--- src/sv/lms_pkg.sv ---
// Shared constants and controller/datapath interface types for the LPT machine scheduler.
// This package has no dependencies. Every other file refers to it by scoped names.
package lms_pkg;

	localparam int MAX_JOBS     = 64;
	localparam int MAX_MACHINES = 8;
	localparam int JOB_AW       = $clog2(MAX_JOBS);
	localparam int CNT_W        = $clog2(MAX_JOBS + 1);
	localparam int MACH_W       = 3;
	localparam int MCFG_W       = 4;
	localparam int ID_W         = 8;
	localparam int JT_W         = 16;
	localparam int TIME_W       = 22;

	localparam logic [TIME_W-1:0] TIME_MAX   = '1;
	localparam logic [MCFG_W-1:0] MACH_RESET = MCFG_W'(3);

	// Commands from the controller to the datapath.
	typedef struct packed {
		logic load;         // store the input beat (if there is room)
		logic scan_init;    // restart a pass over the job store
		logic scan_issue;   // read the next stored job and test the next machine
		logic pick;         // read the winning job's id and mark it used
		logic emit_job;     // register one assignment result
		logic emit_status;  // register the single status result
		logic clear_batch;  // forget the batch and idle all machines
	} lms_cmd_t;

	// Status from the datapath to the controller.
	typedef struct packed {
		logic fits;         // machines in use cover every loaded job
		logic scan_last;    // the read being issued is the last stored job
		logic final_job;    // the job being emitted is the last of the batch
	} lms_stat_t;

endpackage

--- src/sv/lms_datapath.sv ---
// Datapath of the LPT machine scheduler: job store, scan compare, machine free times.
// Depends on lms_pkg. Driven by lms_ctrl through lms_pkg::lms_cmd_t.
module lms_datapath (
	input  logic                          clk,
	input  logic                          arst_n,
	input  lms_pkg::lms_cmd_t             cmd,
	output lms_pkg::lms_stat_t            stat,
	input  logic                          cfg_write,
	input  logic [lms_pkg::MCFG_W-1:0]    cfg_data,
	input  logic [lms_pkg::ID_W-1:0]      job_id,
	input  logic [lms_pkg::JT_W-1:0]      job_time,
	output logic                          result_valid,
	output logic                          status,
	output logic [lms_pkg::ID_W-1:0]      assigned_job,
	output logic [lms_pkg::MACH_W-1:0]    machine_index,
	output logic [lms_pkg::TIME_W-1:0]    start_time,
	output logic [lms_pkg::TIME_W-1:0]    end_time,
	output logic                          last_result
);

	logic [lms_pkg::ID_W-1:0]   id_mem   [lms_pkg::MAX_JOBS];
	logic [lms_pkg::JT_W-1:0]   time_mem [lms_pkg::MAX_JOBS];

	logic [lms_pkg::MCFG_W-1:0] cfg_q;
	logic [lms_pkg::MCFG_W-1:0] m_sat;
	logic [lms_pkg::CNT_W-1:0]  loaded_q;
	logic [lms_pkg::CNT_W-1:0]  k_q;
	logic [lms_pkg::CNT_W-1:0]  pos_q;
	logic [lms_pkg::MAX_JOBS-1:0] used_q;
	logic [lms_pkg::TIME_W-1:0] free_q [lms_pkg::MAX_MACHINES];

	logic                       full;
	logic                       rd_en;
	logic [lms_pkg::JOB_AW-1:0] rd_addr;
	logic [lms_pkg::ID_W-1:0]   rd_id_s1;
	logic [lms_pkg::JT_W-1:0]   rd_time_s1;
	logic [lms_pkg::JOB_AW-1:0] k_s1;
	logic                       valid_s1;

	logic                       have_best_q;
	logic [lms_pkg::JOB_AW-1:0] best_idx_q;
	logic [lms_pkg::JT_W-1:0]   best_time_q;
	logic [lms_pkg::MACH_W-1:0] min_idx_q;
	logic [lms_pkg::TIME_W-1:0] min_time_q;

	logic                       cand;
	logic                       mach_probe;
	logic [lms_pkg::MACH_W-1:0] mach_sel;
	logic                       mach_take;
	logic [lms_pkg::TIME_W:0]   end_sum;
	logic [lms_pkg::TIME_W-1:0] end_val;

	// Zero machines counts as one; more than exist saturates.
	always_comb begin
		if (cfg_q == '0) begin
			m_sat = lms_pkg::MCFG_W'(1);
		end else if (cfg_q > lms_pkg::MCFG_W'(lms_pkg::MAX_MACHINES)) begin
			m_sat = lms_pkg::MCFG_W'(lms_pkg::MAX_MACHINES);
		end else begin
			m_sat = cfg_q;
		end
	end

	assign full    = (loaded_q == lms_pkg::CNT_W'(lms_pkg::MAX_JOBS));
	assign rd_en   = cmd.scan_issue | cmd.pick;
	assign rd_addr = cmd.pick ? best_idx_q : k_q[lms_pkg::JOB_AW-1:0];

	assign stat.fits      = ({{(lms_pkg::CNT_W-lms_pkg::MCFG_W){1'b0}}, m_sat} >= loaded_q);
	assign stat.scan_last = ((k_q + lms_pkg::CNT_W'(1)) == loaded_q);
	assign stat.final_job = ((pos_q + lms_pkg::CNT_W'(1)) == loaded_q);

	// Strictly greater keeps the earliest arrival on equal times.
	assign cand = valid_s1 && !used_q[k_s1] && (!have_best_q || (rd_time_s1 > best_time_q));

	// Machine search rides along with the job scan; strictly less keeps the lowest index.
	assign mach_probe = cmd.scan_issue &&
		(k_q < {{(lms_pkg::CNT_W-lms_pkg::MCFG_W){1'b0}}, m_sat});
	assign mach_sel   = k_q[lms_pkg::MACH_W-1:0];
	assign mach_take  = mach_probe && ((k_q == '0) || (free_q[mach_sel] < min_time_q));

	assign end_sum = {1'b0, min_time_q} + {{(lms_pkg::TIME_W+1-lms_pkg::JT_W){1'b0}}, best_time_q};
	assign end_val = end_sum[lms_pkg::TIME_W] ? lms_pkg::TIME_MAX
		: end_sum[lms_pkg::TIME_W-1:0];

	// Job store: one write port, one registered read port.
	always_ff @(posedge clk) begin
		if (cmd.load && !full) begin
			id_mem[loaded_q[lms_pkg::JOB_AW-1:0]]   <= job_id;
			time_mem[loaded_q[lms_pkg::JOB_AW-1:0]] <= job_time;
		end
		if (rd_en) begin
			rd_id_s1   <= id_mem[rd_addr];
			rd_time_s1 <= time_mem[rd_addr];
		end
	end

	always_ff @(posedge clk) begin
		k_s1 <= k_q[lms_pkg::JOB_AW-1:0];
		if (cand) begin
			best_idx_q  <= k_s1;
			best_time_q <= rd_time_s1;
		end
		if (mach_take) begin
			min_idx_q  <= mach_sel;
			min_time_q <= free_q[mach_sel];
		end
		if (cmd.emit_status) begin
			status        <= 1'b1;
			assigned_job  <= '0;
			machine_index <= '0;
			start_time    <= '0;
			end_time      <= '0;
			last_result   <= 1'b1;
		end else if (cmd.emit_job) begin
			status        <= 1'b0;
			assigned_job  <= rd_id_s1;
			machine_index <= min_idx_q;
			start_time    <= min_time_q;
			end_time      <= end_val;
			last_result   <= stat.final_job;
		end
	end

	always_ff @(posedge clk or negedge arst_n) begin
		if (!arst_n) begin
			cfg_q        <= lms_pkg::MACH_RESET;
			loaded_q     <= '0;
			k_q          <= '0;
			pos_q        <= '0;
			used_q       <= '0;
			valid_s1     <= 1'b0;
			have_best_q  <= 1'b0;
			result_valid <= 1'b0;
			for (int i = 0; i < lms_pkg::MAX_MACHINES; i++) begin
				free_q[i] <= '0;
			end
		end else begin
			if (cfg_write) begin
				cfg_q <= cfg_data;
			end
			valid_s1     <= cmd.scan_issue;
			result_valid <= cmd.emit_job | cmd.emit_status;
			if (cmd.scan_init) begin
				k_q         <= '0;
				have_best_q <= 1'b0;
			end else begin
				if (cmd.scan_issue) begin
					k_q <= k_q + lms_pkg::CNT_W'(1);
				end
				if (cand) begin
					have_best_q <= 1'b1;
				end
			end
			// The final result of a batch also clears it, so the clear takes priority.
			if (cmd.clear_batch) begin
				loaded_q <= '0;
				pos_q    <= '0;
				used_q   <= '0;
				for (int i = 0; i < lms_pkg::MAX_MACHINES; i++) begin
					free_q[i] <= '0;
				end
			end else begin
				if (cmd.load && !full) begin
					loaded_q <= loaded_q + lms_pkg::CNT_W'(1);
				end
				if (cmd.pick) begin
					used_q[best_idx_q] <= 1'b1;
				end
				if (cmd.emit_job) begin
					free_q[min_idx_q] <= end_val;
					pos_q             <= pos_q + lms_pkg::CNT_W'(1);
				end
			end
		end
	end

	a_job_only_when_short: assert property (@(posedge clk) disable iff (!arst_n)
		cmd.emit_job |-> !stat.fits)
		else $error("assignment result emitted although machines cover all jobs");

	a_pick_has_winner: assert property (@(posedge clk) disable iff (!arst_n)
		cmd.pick |-> have_best_q)
		else $error("pick issued with no unused job found by the scan");

	a_status_is_last: assert property (@(posedge clk) disable iff (!arst_n)
		(result_valid && status) |-> last_result)
		else $error("status result not marked as last");

	a_batch_cleared: assert property (@(posedge clk) disable iff (!arst_n)
		(result_valid && last_result) |-> (loaded_q == '0 && pos_q == '0))
		else $error("batch state not cleared after final result");

endmodule

--- src/sv/lms_ctrl.sv ---
// Controller state machine of the LPT machine scheduler.
// Depends on lms_pkg. Sequences lms_datapath through lms_pkg::lms_cmd_t.
module lms_ctrl (
	input  logic                clk,
	input  logic                arst_n,
	input  logic                start,
	input  logic                last_job,
	input  lms_pkg::lms_stat_t  stat,
	output lms_pkg::lms_cmd_t   cmd,
	output logic                busy
);

	localparam logic [2:0] ST_IDLE   = 3'd0;
	localparam logic [2:0] ST_DECIDE = 3'd1;
	localparam logic [2:0] ST_SCAN   = 3'd2;
	localparam logic [2:0] ST_DRAIN  = 3'd3;
	localparam logic [2:0] ST_PICK   = 3'd4;
	localparam logic [2:0] ST_EMIT   = 3'd5;

	logic [2:0] state_q;
	logic [2:0] state_d;

	assign busy = (state_q != ST_IDLE);

	always_comb begin
		state_d = state_q;
		cmd     = '0;
		case (state_q)
			ST_IDLE: begin
				if (start) begin
					cmd.load = 1'b1;
					if (last_job) begin
						state_d = ST_DECIDE;
					end
				end
			end
			ST_DECIDE: begin
				if (stat.fits) begin
					cmd.emit_status = 1'b1;
					cmd.clear_batch = 1'b1;
					state_d         = ST_IDLE;
				end else begin
					cmd.scan_init = 1'b1;
					state_d       = ST_SCAN;
				end
			end
			ST_SCAN: begin
				cmd.scan_issue = 1'b1;
				if (stat.scan_last) begin
					state_d = ST_DRAIN;
				end
			end
			// The last read's compare lands in this cycle.
			ST_DRAIN: begin
				state_d = ST_PICK;
			end
			ST_PICK: begin
				cmd.pick = 1'b1;
				state_d  = ST_EMIT;
			end
			ST_EMIT: begin
				cmd.emit_job = 1'b1;
				if (stat.final_job) begin
					cmd.clear_batch = 1'b1;
					state_d         = ST_IDLE;
				end else begin
					cmd.scan_init = 1'b1;
					state_d       = ST_SCAN;
				end
			end
			default: begin
				state_d = ST_IDLE;
			end
		endcase
	end

	always_ff @(posedge clk or negedge arst_n) begin
		if (!arst_n) begin
			state_q <= ST_IDLE;
		end else begin
			state_q <= state_d;
		end
	end

	a_one_emit: assert property (@(posedge clk) disable iff (!arst_n)
		!(cmd.emit_job && cmd.emit_status))
		else $error("status and assignment results issued together");

	a_pick_after_drain: assert property (@(posedge clk) disable iff (!arst_n)
		cmd.pick |-> $past(state_q) == ST_DRAIN)
		else $error("pick not preceded by the scan drain cycle");

	a_idle_on_clear: assert property (@(posedge clk) disable iff (!arst_n)
		cmd.clear_batch |=> !busy)
		else $error("controller did not return to idle after clearing the batch");

endmodule

--- src/sv/lpt_machine_scheduler_unit.sv ---
// Top level of the LPT (longest processing time first) machine scheduler.
// Depends on lms_pkg, lms_ctrl and lms_datapath.

// Jobs are loaded one beat per clock while busy is low: a beat is taken at each rising edge with
// start high and busy low, and up to 64 jobs are stored (later ones are dropped, though a dropped
// beat carrying last_job still ends the batch). The beat with last_job set raises busy and starts
// scheduling. If the configured machine count (zero counts as one, above eight counts as eight)
// covers all n stored jobs, one status result follows, issued in the decide state. Otherwise the
// block makes one pass over the job store per result: each pass reads one stored job per cycle
// from the single read port of the job store, then the block waits for the last compare, reads
// the winning job and emits its assignment. The same pass walks the machine free times to find
// the machine that idles first, lowest index on a tie. Jobs come out longest first, equal times
// in arrival order. Results leave on result_valid for exactly one cycle each and cannot be held
// off by the receiver; the final result of a batch appears in the first cycle after busy falls,
// so a new batch can start loading while it is still on the ports. All machines restart at time
// zero for every batch. The machine count register is written with cfg_write and cfg_data and
// must only change while busy is low.
module lpt_machine_scheduler_unit (
	input  logic                          clk,
	input  logic                          arst_n,
	input  logic                          start,
	output logic                          busy,
	input  logic [lms_pkg::ID_W-1:0]      job_id,
	input  logic [lms_pkg::JT_W-1:0]      job_time,
	input  logic                          last_job,
	input  logic                          cfg_write,
	input  logic [lms_pkg::MCFG_W-1:0]    cfg_data,
	output logic                          result_valid,
	output logic                          status,
	output logic [lms_pkg::ID_W-1:0]      assigned_job,
	output logic [lms_pkg::MACH_W-1:0]    machine_index,
	output logic [lms_pkg::TIME_W-1:0]    start_time,
	output logic [lms_pkg::TIME_W-1:0]    end_time,
	output logic                          last_result
);

	// The controller only sequences; all counters, stores and compares sit in the datapath.
	lms_pkg::lms_cmd_t  cmd;
	lms_pkg::lms_stat_t stat;

	lms_ctrl u_ctrl (
		.clk      (clk),
		.arst_n   (arst_n),
		.start    (start),
		.last_job (last_job),
		.stat     (stat),
		.cmd      (cmd),
		.busy     (busy)
	);

	// The datapath registers every result field, so the result ports come straight from flops.
	lms_datapath u_datapath (
		.clk           (clk),
		.arst_n        (arst_n),
		.cmd           (cmd),
		.stat          (stat),
		.cfg_write     (cfg_write),
		.cfg_data      (cfg_data),
		.job_id        (job_id),
		.job_time      (job_time),
		.result_valid  (result_valid),
		.status        (status),
		.assigned_job  (assigned_job),
		.machine_index (machine_index),
		.start_time    (start_time),
		.end_time      (end_time),
		.last_result   (last_result)
	);

endmodule
--- config.mk ---
export PLATFORM = sky130hd
export DESIGN_NAME = lpt_machine_scheduler_unit
export DESIGN_NICKNAME = d
export VERILOG_FILES = /design/src/sv/lms_pkg.sv /design/src/sv/lms_datapath.sv /design/src/sv/lms_ctrl.sv /design/src/sv/lpt_machine_scheduler_unit.sv
export SDC_FILE = /design/constraint.sdc
export NUM_CORES = 2
export LEC_CHECK = 0
export BUFFER_PORTS_ARGS = -buffer_cell sky130_fd_sc_hd__buf_2
export CAP_MARGIN = 10
export CORE_ASPECT_RATIO = 0.5
export CORE_MARGIN = 10
export CORE_UTILIZATION = 33
export CTS_BUF_LIST = sky130_fd_sc_hd__clkbuf_8 sky130_fd_sc_hd__clkbuf_16
export CTS_CLUSTER_SIZE = 30
export DETAILED_ROUTE_END_ITERATION = 8
export PLACE_DENSITY_LB_ADDON = 0.15
export SLEW_MARGIN = 20
export SYNTH_ARGS = -nofsm -noshare
export SYNTH_HDL_FRONTEND = slang
export SYNTH_SLANG_ARGS = --single-unit
--- constraint.sdc ---
create_clock -name clk -period 5.2 [get_ports clk]
set_clock_uncertainty 0.15 [all_clocks]
set_input_delay 0.52 -clock clk [delete_from_list [all_inputs] [get_ports clk]]
set_output_delay 0.52 -clock clk [all_outputs]
set_load 0.03 [all_outputs]
==> summary.md <==
| Metric | Value |
|---|---|
| Ys Warns | `0` |
| VDD IR max | `324 uV` |
| Outcome | `complete, no violations` |
| First-pass DRT Iterations | `5` |
| WHS Endpoint | `u_ctrl.state_q[0]` |
| DR vias | `48,600` |
| HP Start | `last_job` |
| Max Cap Viol | `0` |
| Largest net degree at the start of global routing | `141` |
| Vias in the first global route | `~48,000` |
| P_int | `31.5 mW` |
| CTS-repair resized insts | `0` |
| Die Width | `708 um` |
| Synth Flop Type | `edfxtp_1` |
| Cts hold-fix bufs | `12` |
| Routability Congestion | `between 0.8 and 0.9` |
| Max Clk Rate | `213 MHz` |
| Synth async-reset ratio | `14.0%` |
| Clock-pin slew on the worst setup and hold paths | `0.06 ns` |
| Post-route ant nets | `0` |
| Endpoints failing setup | `0` |
| Slew @ Worst Pin | `1.31 ns` |
| Layout Nets | `5,574` |
| Lkg Pwr | `31.0 nW` |
| Reg power frac | `roughly two fifths` |
| PwrDens | `between 500 and 600 mW/mm2` |
| CTS Buf Count | `192` |
| Relative slew slack | `11.6%` |
| Commonest cells after routing, fill and taps aside | `edfxtp_1, nand2_1, nand3_1` |
| Fin. Hold Viols | `0` |
| Crit path DAT | `5.10 ns` |
| Core Area | `0.236 mm2` |
| Hold Crit Depth | `5` |
| Crit path kind | `flip-flop to flip-flop` |
| Die ar. | `between 0.2 and 0.3 mm2` |
| Largest area contributor in the netlist | `edfxtp_1` |
| Comb power frac | `around a third` |
| Clk sinks | `a little under 2,000` |
| Initial DRC Count | `5,780` |
| Area delta synth->final | `14.7%` |
| Data required, critical path | `5.61 ns` |
| Share of layout cells above drive strength 1 | `17.4%` |
| Slack of the critical path | `0.505 ns` |
| Setup Fix Bufs, Post-CTS | `0` |
| Placement-stage worst setup slack | `between 0.7 and 0.8 ns` |
| Root buffer cell | `clkbuf_16` |
| P_sw | `17.9 mW` |
| CP max FO | `54` |
| TNS Setup | `0 ns` |
| Clock power frac | `26.8%` |
| Net count after synthesis | `5,343` |
| Initial Utilization | `33.1%` |
| Final-report max-slew violation count | `0` |
| CTS tree | `done` |
| Critical R2R Capture | `u_datapath.rd_id_s1[2]` |
| Critical Path End Type | `flip-flop` |
| Final period util | `90.3%` |
| Min-Delay Path Class | `primary input to flip-flop` |
| R2R depth | `8` |
| Total GRT Usage | `19.7%` |
| Antenna violations before repair | `18` |
| Switching portion of total power | `36.2%` |
| #FFs+latches synth | `1,941` |
| First-pass GRT wire length | `369,000 um` |
| DRC | `0` |
| Std-Cell Rows | `126` |
| WL final | `261,000 um` |
| Clock Latency Late Sink | `between 0.8 and 0.9 ns` |
| Avg WL per Cell | `slightly below 30 um` |
| I/O Buffers | `91` |
| Post-synth EDFFs | `1,607` |
| Detailed placement HPWL | `between 150,000 and 200,000 um` |
| Mapped Cells | `around 5,200` |
| Top cell type's share of synthesized area | `about 62%` |
| Die height | `about 360 um` |
| Startpoint types | `flip-flop` |
| Seq/Total Area, Yosys | `between 70% and 80%` |
| Avg Synthesized Cell Area | `around 15 um2` |
| Most common cell after layout, fill and taps aside | `edfxtp_1` |
| Ports placed on the boundary | `slightly above 90` |
| Worst r2r src | `u_ctrl.state_q[0]` |
| Mapped cell area | `0.0781 mm2` |
| Vias/cell | `5.54` |
| Post-synthesis cell type count | `73` |
| CTS HTree Levels | `4` |
| Crit path time final | `4.69 ns` |
| GRT overflow | `0` |
| RSZ-0062 raised after global routing | `false` |
| Flop2flop setup slack | `0.51 ns` |
| Synth top area cells | `edfxtp_1, dfrtp_1, mux4_2, nand2_1, nand3_1` |
| CTS max path bufs | `4` |
==> through the flow <==
stage | hold slack, ns | instance area (um2) | utilization, % | cells | power, mW
3_3_place_gp | 0.280 | 83700 | 35.5 | 8403 | 36.4
3_5_place_dp | 0.284 | 83700 | 35.5 | 8405 | 36.5
2_1_floorplan | 0.0744 | 78100 | - | 5244 | 29.7
4_1_cts | 0.000298 | 89600 | 38.0 | 8758 | 49.8
6_report | 0.0358 | 89600 | 38.0 | 8767 | 49.4
5_1_grt | 0.0218 | 89600 | 38.0 | 8758 | 51.6
==> per-layer routing <==
metal	up-vias	wire, um	track usage [%]
met4	6	6330	4.75
met1	25800	118000	28.8
met3	351	18200	2.90
met5	-	41	0
met2	1848	118000	30.8
li1	20600	-	-
==> cells in the mapped netlist, types with 6 or more instances <==
cell type	number
nor2_1	223
nand2_1	849
a211oi_1	39
buf_2	68
a31oi_1	123
dfrtp_1	269
nand3_1	321
mux2i_1	56
a22o_1	66
xor2_1	12
mux2_2	36
nand2b_1	11
a2111oi_0	24
buf_6	11
a221oi_1	22
and2_1	10
inv_1	87
a21oi_1	138
clkbuf_1	184
o21a_1	11
and3_1	9
and4_1	43
a21o_1	31
nor2b_1	6
a22oi_1	66
edfxtp_1	1607
buf_1	43
nor3_1	68
dfxtp_1	63
nand4_1	39
o221a_2	21
xnor2_1	27
o21ai_1	12
buf_4	18
o2bb2ai_1	92
mux4_2	204
o21ai_0	138
a311oi_1	29
o211ai_1	26
or3_1	9
or2_2	6
ha_1	65
==> power groups by stage <==
stage | Sequential [mW] | Combinational (mW) | Clock, mW
finish | 19.9 | 16.2 | 13.2
global route | 20.0 | 17.4 | 14.1
CTS | 19.9 | 16.4 | 13.5
floorplan | 19.7 | 9.98 | 0
global placement | 20.2 | 16.2 | 0
detailed placement | 20.2 | 16.3 | 0
==> critical path, stage by stage, from the launching register on <==
cell	delay (ns)
dfrtp_1	0.50
or3b_4	0.66
a21o_4	0.59
buf_12	0.34
a2111oi_0	0.46
a311oi_1	0.15
o21ai_0	1.05
and4_1	0.37
nand4_1	0.10
==> area by class of cell <==
class | count | area, um2
fillers | 21900 | 146000
flip-flops and latches | 1941 | 56300
multi-input cells | 2892 | 20400
clock buffers | 204 | 5010
well taps | 3136 | 3920
repair buffers | 361 | 2860
clock inverters | 137 | 768
inverters | 87 | 327
diodes | 9 | 22.5
==> kinds of logic (layout without fill, tap and decap cells) <==
| family | after synthesis | after routing | share of synthesized area [%] |
|---|---|---|---|
| xor gates and xnor gates | 39 | 39 | 0.437 |
| other | 0 | 9 | 0 |
| muxes | 300 | 300 | 7.25 |
| AOI/OAI and AO/OA | 871 | 871 | 7.82 |
| and+or+nand+nor | 1616 | 1616 | 9.08 |
| DFF | 1941 | 1941 | 72.1 |
| buffers and inverters | 411 | 789 | 2.28 |
| adders and majority gates | 66 | 66 | 1.07 |
==> sequential cells by signal (all words and copies together) (netlist names), 4 cells and up <==
name,cells
u_datapath.time_mem,1024
u_datapath.id_mem,512
u_datapath.free_q,176
u_datapath.used_q,64
u_datapath.end_time,22
u_datapath.min_time_q,22
u_datapath.start_time,22
u_datapath.best_time_q,16
u_datapath.rd_time_s1,16
u_datapath.assigned_job,8
u_datapath.rd_id_s1,8
u_datapath.k_q,7
u_datapath.loaded_q,7
u_datapath.pos_q,7
u_datapath.best_idx_q,6
u_datapath.k_s1,6
u_datapath.cfg_q,4
==> how the worst max path moves through the flow <==
stage	startpoint	endpoint	slack (ns)
CTS	u_ctrl.state_q[2]	u_datapath.rd_time_s1[2]	0.69
global route	u_ctrl.state_q[0]	u_datapath.rd_id_s1[2]	0.52
detailed placement	u_ctrl.state_q[2]	u_datapath.rd_time_s1[2]	0.70
floorplan	u_datapath.k_q[0]	u_datapath.min_idx_q[0]	0.39
global placement	u_datapath.k_q[0]	u_datapath.rd_id_s1[0]	0.24
finish	u_ctrl.state_q[0]	u_datapath.rd_id_s1[2]	0.51
(Power assumes the default switching activity.)
